<file path="src/rtl/jrd_pkg.sv">
package jrd_pkg;

  localparam int SAMPLE_BITS = 16;
  localparam int FRAC_BITS   = 14;
  localparam int ONE         = 1 << FRAC_BITS;
  localparam int HALF        = 1 << (FRAC_BITS - 1);

  // widths of the internal datapath (Q1.14 samples, 15 bit config fields)
  localparam int CFG_W    = 15;
  localparam int RANGE_W  = 16;
  localparam int SUM_W    = SAMPLE_BITS + 1;   // raw + offset
  localparam int MAG_W    = SAMPLE_BITS + 1;   // |axis| after offset rescale
  localparam int PNUM_W   = SUM_W + FRAC_BITS - 1;
  localparam int SQ_W     = 2 * MAG_W;
  localparam int RSQ_W    = SQ_W + 1;
  localparam int ROOT_W   = (RSQ_W + 1) / 2;
  localparam int SC_W     = FRAC_BITS + 1;
  localparam int SDEN_W   = CFG_W + RANGE_W;
  localparam int SNUM_W   = ROOT_W + 2 * FRAC_BITS;
  localparam int ONUM_W   = MAG_W + SC_W;

  typedef enum logic [2:0] {
    REG_OFFSET_X    = 3'd0,
    REG_OFFSET_Y    = 3'd1,
    REG_DEADZONE    = 3'd2,
    REG_RANGE_SCALE = 3'd3,
    REG_THRESHOLD_X = 3'd4,
    REG_THRESHOLD_Y = 3'd5,
    REG_INVERT_X    = 3'd6,
    REG_INVERT_Y    = 3'd7
  } cfg_reg_t;

  typedef struct packed {
    logic [PNUM_W-1:0] num;
    logic [CFG_W-1:0]  den;
    logic              neg;
  } prep_t;

endpackage

</file>
<file path="src/rtl/jrd_sqrt.sv">
module jrd_sqrt import jrd_pkg::*; #(
  parameter int IN_W   = 35,
  parameter int R_W    = 18,
  parameter int SIDE_W = 1
) (
  input  logic              clk,
  input  logic              rst,
  input  logic              en,
  input  logic              in_valid,
  input  logic [IN_W-1:0]   rad,
  input  logic [SIDE_W-1:0] side,
  output logic              out_valid,
  output logic [R_W-1:0]    root,
  output logic [SIDE_W-1:0] out_side
);

  // digit by digit floor square root, one root bit per stage
  localparam int W = 2 * R_W + 1;

  logic [W-1:0]      rem [R_W];
  logic [R_W-1:0]    rt  [R_W+1];
  logic [SIDE_W-1:0] sd  [R_W+1];
  logic              vld [R_W+1];

  assign rem[0] = W'(rad);
  assign rt[0]  = '0;
  assign sd[0]  = side;
  assign vld[0] = in_valid;

  for (genvar i = 0; i < R_W; i++) begin : g_stage
    localparam int K = R_W - 1 - i;
    logic [W-1:0] cand;
    logic         take;

    // (root + 2^K)^2 - root^2
    assign cand = (W'(rt[i]) << (K + 1)) + (W'(1'b1) << (2 * K));
    assign take = rem[i] >= cand;

    always_ff @(posedge clk) begin
      if (rst) begin
        vld[i+1] <= 1'b0;
      end else if (en) begin
        vld[i+1] <= vld[i];
      end
    end

    always_ff @(posedge clk) begin
      if (en) begin
        rt[i+1] <= rt[i] | (R_W'(take) << K);
        sd[i+1] <= sd[i];
      end
    end

    if (K > 0) begin : g_rem
      always_ff @(posedge clk) begin
        if (en) begin
          rem[i+1] <= take ? rem[i] - cand : rem[i];
        end
      end
    end
  end

  assign out_valid = vld[R_W];
  assign root      = rt[R_W];
  assign out_side  = sd[R_W];

endmodule

</file>
<file path="config.mk">
export PLATFORM = sky130hd
export DESIGN_NAME = jrd_sqrt
export DESIGN_NICKNAME = d
export VERILOG_FILES = /design/src/rtl/jrd_pkg.sv /design/src/rtl/jrd_sqrt.sv
export SDC_FILE = /design/constraint.sdc
export NUM_CORES = 1
export LEC_CHECK = 0
export BUFFER_PORTS_ARGS = -buffer_cell sky130_fd_sc_hd__buf_4
export CORE_MARGIN = 3
export CORE_UTILIZATION = 60
export DETAILED_ROUTE_END_ITERATION = 10
export PLACE_DENSITY = 0.76
export SYNTH_ARGS = -nofsm -noshare
export SYNTH_HDL_FRONTEND = slang
export SYNTH_SLANG_ARGS = --single-unit
</file>
<file path="constraint.sdc">
create_clock -name clk -period 4.3 [get_ports clk]
set_input_delay 0.215 -clock clk [delete_from_list [all_inputs] [get_ports clk]]
set_output_delay 0.215 -clock clk [all_outputs]
set_load 0.02 [all_outputs]
</file>
==> results.md, run 1 <==
* Most frequent CP cell: nor3_1
* Status: finished clean
* CP Buf/Inv Count at 0
* Synth Flop Type: edfxtp_1
* TritonCTS clock tree: yes
* M1 WL at 31900 um
* Post-Route Setup TNS at 0 ps
* Crit path from: rem[158]$_DFFE_PP_
* Fmax at 287 MHz
* Post-Syn Area at 38900 sq um
* Data arrival, critical path at 3840 ps
* Setup CP Type: flip-flop to flip-flop
* Leak at 16.4 nW
* Endpoints failing setup at 0
* Period utilisation layout at 81.1%
* Layout Skew at 42.8 ps
* Synth top area share at 63.1%
* Max transition margin at 25.4%
* Core area at 63500 sq um
* Largest cells by area after synthesis: edfxtp_1, ha_1, xnor2_1
* CTS buffer count at 85
* CP cell instances: ha_1 -> o211ai_1 -> a21boi_1 -> o41ai_1 -> nor3_1 -> or3_1 -> or2_2 -> nor3_1 -> xor2_1
* Post-synth EDFFs at 817
* Clock Latency Late Sink at 650 ps
* Cell taking the most area after synthesis: edfxtp_1
* CP top delay family: compound AO/OA/AOI/OAI gates
* CP endpoint kind: flip-flop
* Routed wl met3 at 3250 um
* Most numerous cell in the Yosys netlist: edfxtp_1
* Synth cell types at 84
* CP Launch Type: flip-flop
* GPL Wtd Cong at 0.896
* Antenna Cells at 0
* DRC at 0
* Clock transition at path regs at 60 ps
* Routed wire length at 79200 um
* Met2 Routed Length at 42100 um
* Unrepaired setup endpoints after global routing: no
* Fillers at 4331
* Die Span Y at 260 um
* DR top layer: met4
* Final Hold Fails at 0
* Antenna violations before repair at 0
* VDD IR-drop max at 0.391 mV
* Vias per Instance at 5.88
* Antenna violation net count after detailed routing at 0
* Synth Area in Adders at 5.96%
* #FFs+latches synth at 835
* Sequential cell area fraction in the yosys report at 64.1%
* CP Data Required Time at 4660 ps
* Synth Area in Simple Gates at 11.6%
* HP Start: en
* Avg Cell Area, Syn at 13.0 sq um
* CP max stage cell: o41ai_1
* Synthesis Warnings at 0
* Die X at 260 um
* Area share of xor/xnor cells in the synthesized design at 5.95%
* Mux cell area share after synthesis at 1.44%
* Pwr/cell area at 482 nW/um^2
* Clock buffer depth at 3
* WHS at 203 ps
* H-tree levels at 3
* DR WL/cell at 19.5 um
* Clock sinks at 835
* Max_cap viols at 0
* Final slew viol count at 0
* Total gr overflow at 0
* Row cnt at 92
* Worst-Margin Slew at 1120 ps
* Post-CTS setup buffer count at 0
* Post-route insts no fill at 4069
* I/O pin count at 60
* Min-delay worst type: input pin to flip-flop
* Placed insts at 3875
* Layout cell share with drive strength beyond 1 at 8.19%
* Worst-path maximum fanout at 5
* Synth Area in Compound Gates at 8.17%
* Nets at 3380
* Reg2reg start: rem[158]$_DFFE_PP_
* Synth cell count leaders: edfxtp_1, inv_1, nand2_1
* Slowest stage delay, CP at 770 ps
* Area growth syn-to-layout at 12.3%
* Drt first pass iters at 5
* Via count at 23.9k
* Syn Inst Count at 2987
* Number of global-route vias before repair at 24.0k
* Initial Util at 61.2%
* Largest family of logic cells by synthesized area: simple AND/OR/NAND/NOR gates
* Port bufs at 59
* Min cycle time layout at 3490 ps
* First-pass GRT wire length at 126000 um
* DIE AREA at 67900 sq um
* Core Util, Final at 68.6%
* Post-synthesis async set-or-reset flop share at 0%
* Half-perimeter wire length after placement at 57400 um
* Root Buffer: clkbuf_16
* Largest net degree at the start of global routing at 124
* Iteration-0 DRC Markers at 1782
* All-Layer GR Usage at 23.5%
[placed cells by master, fill, tap and decap left out, drive strengths merged, types with 106 or more instances in the layout]
cell	n
edfxtp	817
inv	234
nand2	201
ha	185
nor2	164
o21ai	162
xnor2	135
xor2	129
a21oi	121
clkbuf	106
[logic make-up after synthesis]
| logic type | count (synthesis) |
|---|---|
| simple gates | 863 |
| flops | 835 |
| compound gates | 503 |
| buf+inv | 283 |
| xor+xnor | 264 |
| fa+ha+maj | 185 |
| mux | 53 |
| other cells | 1 |
[metal layers]
layer  global-route usage, %  up-vias
li1                        -    11503
met1                    28.6    11725
met2                    43.4      567
met3                    3.52      142
met4                    6.61        0
met5                       0        -
[where the power goes]
part	total, mW	switching [mW]	internal, mW
logic	3.21	1.85	1.37
clock network	7.06	3.10	3.96
registers	10.8	0.678	10.1
[sequential cells by signal (all words and copies together) (netlist names)]
signal / flops
out_side: 1
out_valid: 1
vld: 17
root: 18
sd: 17
rem: 628
rt: 153
[repair_timing]
item	4_1_cts	5_1_grt
gates resized for setup	0	0
endpoints found under the hold margin	54	0
hold buffers	39	0
[through the flow]
step                      instance area, sq um  setup slack, ps  power (mW)
final                                    43600              815        21.0
after global routing                     43600              520        21.9
after CTS                                43600              788        21.2
after detailed placement                 40500              803        14.1
after global placement                   40500              825        13.9
after floorplan                          38900             1380        13.0
[area by class of cell]
cell class / count / area [sq um] / share of cell area (%)
Sequential cell: 835 / 24900 / 57.1
Multi-Input combinational cell: 1870 / 12900 / 29.5
Clock buffer: 106 / 2260 / 5.18
Timing Repair Buffer: 130 / 1180 / 2.71
Tap cell: 846 / 1060 / 2.43
Inverter: 233 / 875 / 2.01
Clock inverter: 49 / 462 / 1.06
[worst paths after layout]
path,end,slack (ps),cells past startpoint
min reg2reg,sd[9]$_DFFE_PP_,410,0
max,rem[144]$_DFFE_PP_,810,9
max reg2reg,rem[144]$_DFFE_PP_,810,9
min,rem[324]$_DFFE_PP_,200,1
No activity file was read; power rests on OpenSTA's default activity.
==> run 2: changes to the inputs <==
--- a/config.mk
+++ b/config.mk
@@ -5,6 +5,7 @@
 export SDC_FILE = /design/constraint.sdc
 export NUM_CORES = 1
 export LEC_CHECK = 0
+export ABC_AREA = 1
 export BUFFER_PORTS_ARGS = -buffer_cell sky130_fd_sc_hd__buf_4
 export CORE_MARGIN = 3
 export CORE_UTILIZATION = 60
==> constraint.sdc (replaced) <==
create_clock -name clk -period 3.3 [get_ports clk]
set_input_delay 0.165 -clock clk [delete_from_list [all_inputs] [get_ports clk]]
set_output_delay 0.165 -clock clk [all_outputs]
set_load 0.02 [all_outputs]
==> results.md, run 2 <==
* Status: finished clean (unchanged)
* Top reg by flops: rem (unchanged)
* Syn Inst Count at 4585 (was 2987)
* Min cycle time layout at 3050 ps (was 3490 ps)
* Fmax at 328 MHz (was 287 MHz)
* Min-delay worst type: input pin to flip-flop (unchanged)
* H-tree levels at 3 (unchanged)
* Antenna violations before repair at 0 (unchanged)
* Reg2reg end: rem[131]$_DFFE_PP_ (was rem[144]$_DFFE_PP_)
* CP endpoint kind: flip-flop (unchanged)
* Max_cap viols at 0 (unchanged)
* Root Buffer: clkbuf_16 (unchanged)
* #FFs+latches synth at 835 (unchanged)
* Area growth syn-to-layout at 11.1% (was 12.3%)
* Core Util, Final at 67.8% (was 68.6%)
* R2R depth at 10 (was 9)
* DIE AREA at 76500 sq um (was 67900 sq um)
* GPL Wtd Cong at 0.976 (was 0.896)
* Post-Route Setup TNS at 0 ps (unchanged)
* Drt first pass iters at 6 (was 5)
* Max transition margin at 37.1% (was 25.4%)
* Clock buffer depth at 3 (unchanged)
* Core area at 72000 sq um (was 63500 sq um)
* Pwr/cell area at 613 nW/um^2 (was 482 nW/um^2)
* Die X at 277 um (was 260 um)
* Max reg flops at 628 (unchanged)
* Post-CTS resize count at 0 (unchanged)
* Cell taking the most area after synthesis: edfxtp_1 (unchanged)
* Clock power share at 31.9% (was 33.6%)
* Synth Flop Type: edfxtp_1 (unchanged)
* Synth Area in Simple Gates at 21.4% (was 11.6%)
* VDD IR-drop max at 0.535 mV (was 0.391 mV)
* Area share of xor/xnor cells in the synthesized design at 3.55% (was 5.95%)
* Crit path from: rt[106]$_DFFE_PP_ (was rem[158]$_DFFE_PP_)
* Most frequent cells in the layout: nand2_1, edfxtp_1, inv_1, nor2_1, a21oi_1 (was edfxtp_1, inv_1, nand2_1, ha_1, nor2_1)
* Worst-Margin Slew at 941 ps (was 1120 ps)
* Post-place instance area at 45600 sq um (was 40500 sq um)
* Endpoints failing setup at 0 (unchanged)
* Row cnt at 98 (was 92)
* Worst-path maximum fanout at 33 (was 5)
* CP top delay family: simple AND/OR/NAND/NOR gates (was compound AO/OA/AOI/OAI gates)
* TritonCTS clock tree: yes (unchanged)
* Final Hold Fails at 0 (unchanged)
* Half-perimeter wire length after placement at 85100 um (was 57400 um)
* All-Layer GR Usage at 28.7% (was 23.5%)
* Port bufs at 59 (unchanged)
* Overall Power at 29.9 mW (was 21.0 mW)
* Period utilisation layout at 92.3% (was 81.1%)
* Final non-filler cell area at 48800 sq um (was 43600 sq um)
* Clock Latency Late Sink at 660 ps (was 650 ps)
* WHS Path Cells at 2 (was 1)
* Largest family of logic cells by synthesized area: simple AND/OR/NAND/NOR gates (unchanged)
* DR WL/cell at 19.1 um (was 19.5 um)
* Nets at 4991 (was 3380)
* CP cell instances: inv_1 -> ha_1 -> nand2_1 -> nor3_2 -> nand3_1 -> nor2_1 -> nor2_1 -> nand2_2 -> inv_2 -> o21ai_1 (was ha_1 -> o211ai_1 -> a21boi_1 -> o41ai_1 -> nor3_1 -> or3_1 -> or2_2 -> nor3_1 -> xor2_1)
* Final slew viol count at 0 (unchanged)
* I/O pin count at 60 (unchanged)
* Largest net degree at the start of global routing at 112 (was 124)
* Reg2reg start: rt[106]$_DFFE_PP_ (was rem[158]$_DFFE_PP_)
* Synth cell types at 57 (was 84)
* Clock sinks at 835 (unchanged)
* Post-route insts no fill at 5783 (was 4069)
* Post-synthesis async set-or-reset flop share at 0% (unchanged)
* Total gr overflow at 0 (unchanged)
* Synthesis Warnings at 0 (unchanged)
* Placed insts at 5589 (was 3875)
* DP Worst Slack at 328 ps (was 803 ps)
* Commonest non-fill, non-tap cell in the layout: nand2_1 (was edfxtp_1)
* DRC at 0 (unchanged)
* Unrepaired setup endpoints after global routing: no (unchanged)
* Sw Pwr at 9.25 mW (was 5.62 mW)
* Via count at 32.2k (was 23.9k)
* Setup ws final at 253 ps (was 815 ps)
* Setup CP Type: flip-flop to flip-flop (unchanged)
* Synth Area in Compound Gates at 6.76% (was 8.17%)
* Post-synth EDFFs at 817 (unchanged)
* Clock transition at path regs at 60 ps (about the same)
* Antenna Cells at 0 (unchanged)
* Switching fraction of total power at 30.9% (was 26.7%)
* CP Buf/Inv Count at 2 (was 0)
* Synth cell count leaders: nand2_1, edfxtp_1, inv_1 (was edfxtp_1, inv_1, nand2_1)
* Antenna violation net count after detailed routing at 0 (unchanged)
* WHS at 216 ps (was 203 ps)
* Mux cell area share after synthesis at 0% (was 1.44%)
* Avg Cell Area, Syn at 9.58 sq um (was 13.0 sq um)
* Synth top area share at 55.9% (was 63.1%)
* Data arrival, critical path at 3440 ps (was 3840 ps)
* Initial Util at 61.0% (was 61.2%)
* Layout cell share with drive strength beyond 1 at 7.53% (was 8.19%)
* Number of global-route vias before repair at 31.3k (was 24.0k)
* R2r setup slk at 250 ps (was 810 ps)
* HP Start: rad[8] (was en)
* Vias per Instance at 5.57 (was 5.88)
* Slowest stage delay, CP at 450 ps (was 770 ps)
* Synth Area in Adders at 5.27% (was 5.96%)
* Routed wire length at 110000 um (was 79200 um)
* Gate power share at 20.6% (was 15.3%)
* Die Span Y at 277 um (was 260 um)
* Leak at 20.3 nW (was 16.4 nW)
* CP Data Required Time at 3700 ps (was 4660 ps)
* First-pass GRT wire length at 172000 um (was 126000 um)
* Post-Syn Area at 43900 sq um (was 38900 sq um)
* CP Launch Type: flip-flop (unchanged)
* WHS Endpoint: rem[600]$_DFFE_PP_ (was rem[324]$_DFFE_PP_)
* Iteration-0 DRC Markers at 2604 (was 1782)
* Layout Skew at 39.3 ps (was 42.8 ps)
* Largest cells by area after synthesis: edfxtp_1, nand2_1, inv_1 (was edfxtp_1, ha_1, xnor2_1)
* CP max stage cell: edfxtp_1 (was o41ai_1)
* Most numerous cell in the Yosys netlist: nand2_1 (was edfxtp_1)
* CTS buffer count at 86 (was 85)
* Most frequent CP cell: nor2_1 (was nor3_1)
* Seq pwr share at 47.5% (was 51.2%)
* Internal power at 20.6 mW (was 15.4 mW)
* Sequential cell area fraction in the yosys report at 56.7% (was 64.1%)
## run 2: cell count changes after synthesis, moves of 31 or more
cell	delta
nand4_1	+54
nor2_1	+302
o21ai_1	+62
o21ai_0	-48
inv_1	+398
a21oi_1	+109
clkbuf_1	-31
or3_1	-36
xor2_1	-45
nand2_1	+951
nor4_1	-53
xnor2_1	-41
nand2b_1	-50
nand3_1	+174
## run 2: metal layers
layer	wire length, um	up-vias	part of all wire [%]	global-route usage, %
li1	-	15821	-	-
met1	44900	15120	41	36.6
met2	54000	1044	49	49.5
met3	6160	254	5.6	3.20
met4	5160	0	4.7	12.8
met5	0	-	0	0
## run 2: final cells by class
cell class	instances	area (sq um)
Inverter	644	2420
Tap cell	950	1190
Timing Repair Buffer	132	1220
Multi-Input combinational cell	3067	16300
Fill cell	5546	23200
Clock inverter	55	589
Clock buffer	100	2200
Sequential cell	835	24900
## run 2: power by group through the flow
stage	combinational, mW	clock (mW)	sequential, mW
floorplan	4.36	0	13.9
global placement	5.99	0	14.4
detailed placement	6.03	0	14.4
CTS	6.11	9.67	14.2
global route	6.96	10.1	14.3
finish	6.17	9.54	14.2
## run 2: worst max path at each step
stage / to / slack, ps / depth (start not counted)
3_3_place_gp: rem[131]$_DFFE_PP_ / 350 / 10
4_1_cts: rem[131]$_DFFE_PP_ / 270 / 12
2_1_floorplan: rem[162]$_DFFE_PP_ / 1240 / 12
6_report: rem[131]$_DFFE_PP_ / 250 / 10
5_1_grt: rem[131]$_DFFE_PP_ / 50 / 12
3_5_place_dp: rem[131]$_DFFE_PP_ / 330 / 12
## run 2: cell families after synthesis
| kind of cell | after synthesis |
|---|---|
| adders and majority gates | 185 |
| AOI/OAI and AO/OA | 522 |
| other | 1 |
| xor gates and xnor gates | 178 |
| and+or+nand+nor | 2180 |
| buffers and inverters | 684 |
| DFF | 835 |
## run 2: timing repair
item                      4_1_cts  5_1_grt
hold buffers                   39        0
setup buffers                   0        0
hold endpoints to repair       55        0
