**src/rtl/jrd_pkg.sv**
```systemverilog
package jrd_pkg;

  localparam int SAMPLE_BITS = 16;
  localparam int FRAC_BITS   = 14;
  localparam int ONE         = 1 << FRAC_BITS;
  localparam int HALF        = 1 << (FRAC_BITS - 1);

  // widths of the internal datapath (Q1.14 samples, 15 bit config fields)
  localparam int CFG_W    = 15;
  localparam int RANGE_W  = 16;
  localparam int SUM_W    = SAMPLE_BITS + 1;   // raw + offset
  localparam int MAG_W    = SAMPLE_BITS + 1;   // |axis| after offset rescale
  localparam int PNUM_W   = SUM_W + FRAC_BITS - 1;
  localparam int SQ_W     = 2 * MAG_W;
  localparam int RSQ_W    = SQ_W + 1;
  localparam int ROOT_W   = (RSQ_W + 1) / 2;
  localparam int SC_W     = FRAC_BITS + 1;
  localparam int SDEN_W   = CFG_W + RANGE_W;
  localparam int SNUM_W   = ROOT_W + 2 * FRAC_BITS;
  localparam int ONUM_W   = MAG_W + SC_W;

  typedef enum logic [2:0] {
    REG_OFFSET_X    = 3'd0,
    REG_OFFSET_Y    = 3'd1,
    REG_DEADZONE    = 3'd2,
    REG_RANGE_SCALE = 3'd3,
    REG_THRESHOLD_X = 3'd4,
    REG_THRESHOLD_Y = 3'd5,
    REG_INVERT_X    = 3'd6,
    REG_INVERT_Y    = 3'd7
  } cfg_reg_t;

  typedef struct packed {
    logic [PNUM_W-1:0] num;
    logic [CFG_W-1:0]  den;
    logic              neg;
  } prep_t;

endpackage

```
**src/rtl/jrd_div.sv**
```systemverilog
module jrd_div import jrd_pkg::*; #(
  parameter int NUM_W  = 30,
  parameter int DEN_W  = 15,
  parameter int Q_W    = 17,
  parameter int SIDE_W = 1
) (
  input  logic              clk,
  input  logic              rst,
  input  logic              en,
  input  logic              in_valid,
  input  logic [NUM_W-1:0]  num,
  input  logic [DEN_W-1:0]  den,
  input  logic [SIDE_W-1:0] side,
  output logic              out_valid,
  output logic [Q_W-1:0]    quo,
  output logic [SIDE_W-1:0] out_side
);

  // restoring divider, one quotient bit per stage, MSB first
  localparam int W = (NUM_W > DEN_W + Q_W) ? NUM_W : DEN_W + Q_W;

  logic [W-1:0]      rem [Q_W];
  logic [DEN_W-1:0]  dv  [Q_W];
  logic [Q_W-1:0]    qv  [Q_W+1];
  logic [SIDE_W-1:0] sd  [Q_W+1];
  logic              vld [Q_W+1];

  assign rem[0] = W'(num);
  assign dv[0]  = den;
  assign qv[0]  = '0;
  assign sd[0]  = side;
  assign vld[0] = in_valid;

  for (genvar i = 0; i < Q_W; i++) begin : g_stage
    localparam int K = Q_W - 1 - i;
    logic [W-1:0] trial;
    logic         take;

    assign trial = W'(dv[i]) << K;
    assign take  = rem[i] >= trial;

    always_ff @(posedge clk) begin
      if (rst) begin
        vld[i+1] <= 1'b0;
      end else if (en) begin
        vld[i+1] <= vld[i];
      end
    end

    always_ff @(posedge clk) begin
      if (en) begin
        qv[i+1] <= qv[i] | (Q_W'(take) << K);
        sd[i+1] <= sd[i];
      end
    end

    if (K > 0) begin : g_rem
      always_ff @(posedge clk) begin
        if (en) begin
          rem[i+1] <= take ? rem[i] - trial : rem[i];
          dv[i+1]  <= dv[i];
        end
      end
    end
  end

  assign out_valid = vld[Q_W];
  assign quo       = qv[Q_W];
  assign out_side  = sd[Q_W];

endmodule

```
**config.mk**
```make
export PLATFORM = sky130hd
export DESIGN_NAME = jrd_div
export DESIGN_NICKNAME = d
export VERILOG_FILES = /design/src/rtl/jrd_pkg.sv /design/src/rtl/jrd_div.sv
export SDC_FILE = /design/constraint.sdc
export NUM_CORES = 1
export LEC_CHECK = 0
export ABC_AREA = 1
export BUFFER_PORTS_ARGS = -buffer_cell sky130_fd_sc_hd__buf_2
export CORE_UTILIZATION = 50
export DETAILED_ROUTE_END_ITERATION = 8
export GPL_ROUTABILITY_DRIVEN = 1
export HOLD_SLACK_MARGIN = 0.12
export PLACE_DENSITY = 0.66
export SLEW_MARGIN = 40
export SYNTH_ARGS = -nofsm -noshare
export SYNTH_HDL_FRONTEND = slang
export SYNTH_SLANG_ARGS = --single-unit
```
**constraint.sdc**
```tcl
create_clock -name clk -period 2.37 [get_ports clk]
set_input_delay 0 -clock clk [delete_from_list [all_inputs] [get_ports clk]]
set_output_delay 0 -clock clk [all_outputs]
set_load 0.1 [all_outputs]
```
==> summary.md, run 1 <==
| Metric | Value |
|---|---|
| Synth top area share | about half |
| Crit path launch type | register |
| CTS tree | built |
| Placed instance area | 59100 µm² |
| Die Wd | about 330 µm |
| Multi-input combinational cell area | ~23000 µm² |
| Period utilization | 96.7% |
| Max_cap viols | 0 |
| Primary FF master, synth | edfxtp_1 |
| Slew Viols, Final | 0 |
| Post-Syn Area | between 50000 and 60000 µm² |
| Hold Vio Cnt, Final | 0 |
| Starting density of the core | around 51% |
| GR Util All Layers | 26.8% |
| Overall power | 67.0 mW |
| Status | complete, no violations |
| Via density | 5.15 |
| Hold wc startpoint | num[25] |
| Clk pwr share | between 20% and 30% |
| Worst r2r src | rem[309]$_DFFE_PP_ |
| Post-synth EDFFs | 922 |
| Power share of the combinational group | roughly two fifths |
| Worst-Margin Slew | 0.580 ns |
| Total number of vias | 43800 |
| Fin cells | 8513 |
| RSZ-0062 raised after global routing | true |
| Sequential power share | between 30 and 40% |
| PD cells | 1040 nW/µm² |
| Hold Path End | rem[505]$_DFFE_PP_ |
| ANT cells | 0 |
| Initial DRC Count | between 3000 and 4000 |
| Largest cells by area after synthesis | edfxtp_1, nand2_1, inv_1 |
| Top-count cell post-synth | nand2_1 |
| First-pass GRT wire length | 231 mm |
| Worst R2R End | rem[278]$_DFFE_PP_ |
| Core area | around 110000 µm² |
| Post-synth ARST share | 0% |
| Worst-case clock skew | roughly 0.021 ns |
| CP Capture Type | register |
| CP required | 2.77 ns |
| Reg area | ~28000 µm² |
| Final std cell area, no fill | about 64000 µm² |
| Die area | 110000 µm² |
| Worst hold slack | 0.243 ns |
| Drt total wl | roughly 150 mm |
| DR DRC count | 0 |
| Sw Ratio | between 30% and 40% |
| Pre-Repair DR Iteration Count | 6 |
| End-of-flow core utilization | about three fifths |
| DP Cell Count | roughly 8200 |
| Worst path top cell family by delay | simple AND/OR/NAND/NOR gates |
| Net switching power | roughly 25 mW |
| Initial antenna violation count | 0 |
| # nets final | roughly 7400 |
| Syn Inst Count | between 6000 and 7000 |
| Seq/Total Area, Yosys | about half |
| Synth Area per Inst | between 8 and 9 µm² |
| Synth top cells by count | nand2_1, inv_1, edfxtp_1 |
| I/O pins | between 60 and 70 |
| Synth cell types | 50 |
| CP Max Fanout | 10 |
| GRT overflow | 0 |
| Bufs and invs on worst path | 2 |
| GP Congestion | roughly 0.95 |
| H-tree levels | 3 |
| Max Freq | 0.436 GHz |
| HP Class | in -> reg |
| Final ANT Viol Nets | 0 |
| CP cell instances | ha_2, nand2_1, nor2_1, nand2_1, inv_1, nand3b_1, nand2_2, nor2_4, buf_6, nand2_1, nand2_1 |
| Worst-Skew Late Latency | 0.69 ns |
| Int Power | around 42 mW |
| Relative slew slack | between 60 and 70% |
| Leak Pwr | between 20 and 30 nW |
| Rows | 120 |
| Area leader, netlist | edfxtp_1 |
| R2r setup slk | around 0.08 ns |
| Synthesized flop and latch total | roughly 940 |
| Reg clk slew, reported paths | 0.06 ns |
| Setup TNS | 0 ns |
| WL/cell | 17.5 µm |
| CTS buffer count | 99 |
| Maximum VDD drop | ~0.9 mV |
| Synthesis-to-layout area growth | 18.4% |
| HPWL Detailed | around 120 mm |
| Fillers | roughly 9400 |
| Clock root cell | clkbuf_16 |
| Final Worst Setup Slack | 0.0784 ns |
| Port bufs | a little under 70 |
| CP Class | reg -> reg |
| Most used cell, CP | nand2_1 |
| CTS sink cnt | 939 |
| Clk buf depth | 3 |
| CP arrival | between 2 and 3 ns |
| Pre-CTS setup slack | -0.168 ns |
| Vias in the first global route | 42300 |
| Crit path time final | roughly 2.3 ns |
| Die Ht | ~330 µm |
| Synth Warn # | 0 |
| Final setup vio count | 0 |
| Worst hold path depth | 4 |
| Reg2reg path depth | 11 |
| CP peak stage delay | around 0.42 ns |
| Pin count of the biggest net entering global routing | roughly 100 |
| Layout cell share with drive strength beyond 1 | about an eighth |
| Synthesized Nets | 6755 |
| Cell with the largest stage delay on the worst path | edfxtp_1 |
-- worst min-delay path: stages --
cell           delay [ns]
dlygate4sd3_1        0.53
buf_2                0.13
inv_1                0.04
o21ai_1              0.11
-- sequential cells by signal (all words and copies together) (netlist names) --
name and count:
rem 512, dv 240, qv 136, quo 17, sd 16, vld 16
out_side 1, out_valid 1
-- layout by cell type (no fill, tap or decap), types with 19 or more instances in the layout --
master,Yosys,routed
nand2_2,7,31
ha_4,0,20
buf_12,0,25
xnor2_1,52,52
xor2_1,103,103
o21bai_1,27,22
o21ai_0,92,82
o21ai_1,43,51
a21oi_2,25,44
dlygate4sd3_1,0,85
nor2_1,594,582
buf_4,33,377
buf_2,20,67
nor2_2,11,19
inv_1,1019,1011
inv_2,17,19
nor3_1,58,55
ha_1,254,221
nand2_1,2191,2163
nand4_1,108,108
nand3b_1,63,63
edfxtp_1,922,922
nand3_2,7,25
clkbuf_16,0,101
nand3_1,390,371
a21oi_1,274,254
-- worst max path at each step --
stage | startpoint | endpoint | cells after the start
5_1_grt | dv[73]$_DFFE_PP_ | rem[127]$_DFFE_PP_ | 13
3_5_place_dp | dv[75]$_DFFE_PP_ | rem[145]$_DFFE_PP_ | 12
3_3_place_gp | dv[75]$_DFFE_PP_ | rem[145]$_DFFE_PP_ | 12
6_report | rem[309]$_DFFE_PP_ | rem[278]$_DFFE_PP_ | 11
2_1_floorplan | dv[30]$_DFFE_PP_ | rem[39]$_DFFE_PP_ | 15
4_1_cts | dv[76]$_DFFE_PP_ | rem[146]$_DFFE_PP_ | 11
-- timing repair --
| item | CTS | global route |
|---|---|---|
| pin swaps | 2 | 17 |
| setup endpoints to repair | 80 | 281 |
| gates resized for setup | 22 | 171 |
| hold endpoints to repair | 380 | 0 |
| buffers inserted | 0 | 27 |
| cloned | 1 | 3 |
| hold buffers | 85 | 0 |
-- per-layer routing --
metal	global-route usage, %	routed length (µm)
met4	10.0	5740
met1	34.0	62800
met2	47.4	73800
met5	0	0
met3	2.74	6840
-- area by class of cell --
cell class / count / share of cell area (%)
Multi-Input combinational cell: 4384 / 35.1
Sequential cell: 939 / 43.6
Tap cell: 1403 / 2.73
Clock inverter: 64 / 1.26
Inverter: 1039 / 6.10
Clock buffer: 117 / 3.99
Timing Repair Buffer: 567 / 7.29
-- power by group through the flow --
stage | sequential [mW] | combinational [mW] | clock, mW
floorplan | 23.6 | 16.6 | 0
global placement | 24.9 | 24.8 | 0
detailed placement | 24.9 | 25.0 | 0
CTS | 24.6 | 25.3 | 16.5
global route | 24.9 | 29.4 | 17.1
finish | 24.7 | 26.1 | 16.2
-- kinds of logic after synthesis --
family                     synth area share [%]
AOI/OAI and AO/OA                          4.89
xor gates and xnor gates                   2.50
adders and majority gates                  6.44
buffers and inverters                      8.17
DFF                                        51.6
and+or+nand+nor                            26.4
No activity file was read; power rests on OpenSTA's default activity.
==> run 2, diff against run 1 <==
--- a/config.mk
+++ b/config.mk
@@ -5,7 +5,6 @@
 export SDC_FILE = /design/constraint.sdc
 export NUM_CORES = 1
 export LEC_CHECK = 0
-export ABC_AREA = 1
 export BUFFER_PORTS_ARGS = -buffer_cell sky130_fd_sc_hd__buf_2
 export CORE_UTILIZATION = 50
 export DETAILED_ROUTE_END_ITERATION = 8
==> run 2 against run 1 <==
Effect of this change: the run now ends with negative setup slack left; sequential share of layout area decreased by 2.7 points; routed wire length fell by 16%; via count is 18% lower.
==> summary.md, run 2 <==
| Metric | Value |
|---|---|
| Max Used Layer | met5 (was met4) |
| Relative slew slack | 57.7% (was 61.4%) |
| Post-synth EDFFs | 922 (unchanged) |
| CP Capture Type | register (unchanged) |
| HP Class | in -> reg (unchanged) |
| Worst-Skew Late Latency | 0.71 ns (was 0.69 ns) |
| DR DRC count | 0 (unchanged) |
| Leak Pwr | 28.1 nW (was 29.2 nW) |
| Syn Inst Count | 3858 (was 6435) |
| GR Util All Layers | 24.7% (was 26.8%) |
| Largest register FFs | 512 (unchanged) |
| Initial DRC Count | 1990 (was 3671) |
| Crit path time final | 3.01 ns (was 2.29 ns) |
| Synth cell types | 83 (was 50) |
| Maximum VDD drop | 0.800 mV (was 0.876 mV) |
| Clk pwr share | 21.9% (was 24.1%) |
| CP Class | reg -> reg (unchanged) |
| Status | finished with violations (was complete, no violations) |
| Power share of the combinational group | 43.5% (was 39.0%) |
| Starting density of the core | 50.8% (was 50.6%) |
| Failing checks | negative setup slack |
| RSZ-0062 raised after global routing | true (unchanged) |
| Max_cap viols | 0 (unchanged) |
| Slew Viols, Final | 0 (unchanged) |
| Seq/Total Area, Yosys | 59.8% (was 51.6%) |
| End-of-flow core utilization | 74.4% (was 59.9%) |
| Multi-input combinational cell area | 22100 µm² (was 22600 µm²) |
| Die Ht | 308 µm (was 332 µm) |
| Core area | 92200 µm² (was 107000 µm²) |
| Final ANT Viol Nets | 0 (unchanged) |
| Die area | 95000 µm² (was 110000 µm²) |
| Most flops, register | rem (unchanged) |
| Port bufs | 68 (unchanged) |
| WL met2 | 69.6 mm (was 73.8 mm) |
| Hold Vio Cnt, Final | 0 (unchanged) |
| Synth top area share | 59.1% (was 50.9%) |
| Post-synth ARST share | 0% (unchanged) |
| CTS sink cnt | 939 (unchanged) |
| Total number of vias | 36000 (was 43800) |
| Synth Warn # | 0 (unchanged) |
| Synthesis-to-layout area growth | 46.3% (was 18.4%) |
| I/O pins | 69 (unchanged) |
| Area leader, netlist | edfxtp_1 (unchanged) |
| Drt total wl | 125 mm (was 149 mm) |
| Final Worst Setup Slack | -0.638 ns (was 0.0784 ns) |
| Reg clk slew, reported paths | 0.07 ns (was 0.06 ns) |
| WL/cell | 18.8 µm (was 17.5 µm) |
| Primary FF master, synth | edfxtp_1 (unchanged) |
| Die Wd | 308 µm (was 332 µm) |
| Max Freq | 0.332 GHz (was 0.436 GHz) |
| Synth Area per Inst | 12.1 µm² (was 8.45 µm²) |
| Sequential power share | 34.5% (was 36.9%) |
| GP Congestion | 0.894 (was 0.949) |
| Int Power | 47.1 mW (was 41.9 mW) |
| Period utilization | 127% (was 96.7%) |
| Synthesized flop and latch total | 939 (unchanged) |
| CP required | 2.83 ns (was 2.77 ns) |
| Post-Syn Area | 46900 µm² (was 54400 µm²) |
| Net switching power | 23.5 mW (was 25.1 mW) |
| # nets final | 5643 (was 7350) |
| Synth top cells by count | edfxtp_1, inv_1, nand2_1 (was nand2_1, inv_1, edfxtp_1) |
| CP Max Fanout | 16 (was 10) |
| M1 wire length | 44.9 mm (was 62.8 mm) |
| Most common cell after layout, fill and taps aside | buf_4 (was nand2_1) |
| First-pass GRT wire length | 187 mm (was 231 mm) |
| Routed wl met3 | 4.36 mm (was 6.84 mm) |
| Worst-Margin Slew | 0.628 ns (was 0.580 ns) |
| Most frequent cells in the layout | buf_4, edfxtp_1, inv_1, nand2_1, ha_1 (was nand2_1, inv_1, edfxtp_1, nor2_1, buf_4) |
| Final setup vio count | 392 (was 0) |
| Reg area | 28000 µm² (unchanged) |
| Crit path launch type | register (unchanged) |
| Layout cell share with drive strength beyond 1 | 43.2% (was 12.2%) |
| HPWL Detailed | 77.2 mm (was 117 mm) |
| PD cells | 1030 nW/µm² (was 1040 nW/µm²) |
| Vias in the first global route | 37400 (was 42300) |
| GRT overflow | 0 (unchanged) |
| Worst-case clock skew | 0.0736 ns (was 0.0211 ns) |
| Rows | 111 (was 120) |
| CP arrival | 3.46 ns (was 2.69 ns) |
| Clk buf depth | 3 (unchanged) |
| Pre-Repair DR Iteration Count | 6 (unchanged) |
| Via density | 5.41 (was 5.15) |
| H-tree levels | 3 (unchanged) |
| ANT cells | 0 (unchanged) |
| CTS tree | built (unchanged) |
| Synthesized Nets | 4178 (was 6755) |
| Fillers | 5575 (was 9387) |
| Sw Ratio | 33.3% (was 37.5%) |
| Pin count of the biggest net entering global routing | 89 (was 102) |
| Largest cells by area after synthesis | edfxtp_1, ha_1, xnor2_1 (was edfxtp_1, nand2_1, inv_1) |
| Clock root cell | clkbuf_16 (unchanged) |
| Top-count cell post-synth | edfxtp_1 (was nand2_1) |
| CTS buffer count | 101 (was 99) |
| Largest registers | rem: 512 flops, dv: 240 flops, qv: 136 flops (unchanged) |
| Initial antenna violation count | 1 (was 0) |
| Fin cells | 6651 (was 8513) |
| DP Cell Count | 6138 (was 8216) |
## run 2: timing repair
action / 4_1_cts / 5_1_grt
hold buffers: 84 / 1
buffers inserted: 160 / 117
gates resized for setup: 753 / 396
pin swaps: 309 / 230
gates cloned: 17 / 1
endpoints found under the setup margin: 376 / 388
endpoints found under the hold margin: 424 / 1
## run 2: cell families (layout without fill, tap and decap cells)
family / count (synthesis) / count (layout) / share of synthesized area, %
simple gates: 1007 / 1007 / 10.6
flops: 939 / 939 / 59.8
compound gates: 835 / 835 / 11.0
buf+inv: 429 / 1979 / 3.64
xor+xnor: 296 / 296 / 5.53
fa+ha+maj: 270 / 270 / 7.46
mux: 82 / 82 / 1.91
## run 2: final cells by class
type	count	area share [%]
clock buffers	126	3.87
clock inverters	62	0.859
inverters	337	1.88
multi-input cells	2490	32.2
flip-flops and latches	939	40.9
well taps	1243	2.27
repair buffers	1454	18.0
## run 2: final timing paths
path	start	end	slack, ns	cells after the start
max	rem[184]$_DFFE_PP_	rem[135]$_DFFE_PP_	-0.64	9
min	den[0]	dv[225]$_DFFE_PP_	0.16	2
max reg2reg	rem[184]$_DFFE_PP_	rem[135]$_DFFE_PP_	-0.64	9
min reg2reg	sd[5]$_DFFE_PP_	sd[4]$_DFFE_PP_	0.36	0
## run 2: layer usage
layer  vias to the layer above  GRT usage [%]
met5                         -              0
met4                         2           10.6
met3                       360           3.41
met2                       865           49.2
met1                     17600           25.4
li1                      17200              -
## run 2: power by group through the flow
stage	combinational [mW]	clock [mW]	sequential (mW)
floorplan	14.0	0	24.1
global placement	23.8	0	24.4
detailed placement	24.4	0	24.5
CTS	28.1	15.6	24.2
global route	33.2	16.4	24.7
finish	30.7	15.5	24.4
## run 2: per-stage QoR
step	setup TNS, ns	worst slack, ns	instance area [µm²]	power, mW	hold WS [ns]
finish	-135.94	-0.638	68600	70.6	0.162
global route	-169.17	-0.726	68600	74.2	0.167
CTS	-114.83	-0.599	66300	68.0	0.121
detailed placement	-163.66	-0.753	57700	48.8	0.192
global placement	-149.25	-0.762	57700	48.2	0.183
floorplan	-54.12	-0.495	48200	38.1	0.0989
## run 2: critical path, cell delays in order (launching register included)
cell      delay [ns]
edfxtp_1        0.39
or4_4           0.54
or4b_4          0.55
or4_4           0.46
nor3_4          0.14
a21oi_2         0.09
buf_4           0.21
buf_4           0.18
nor2_1          0.11
a21oi_1         0.06
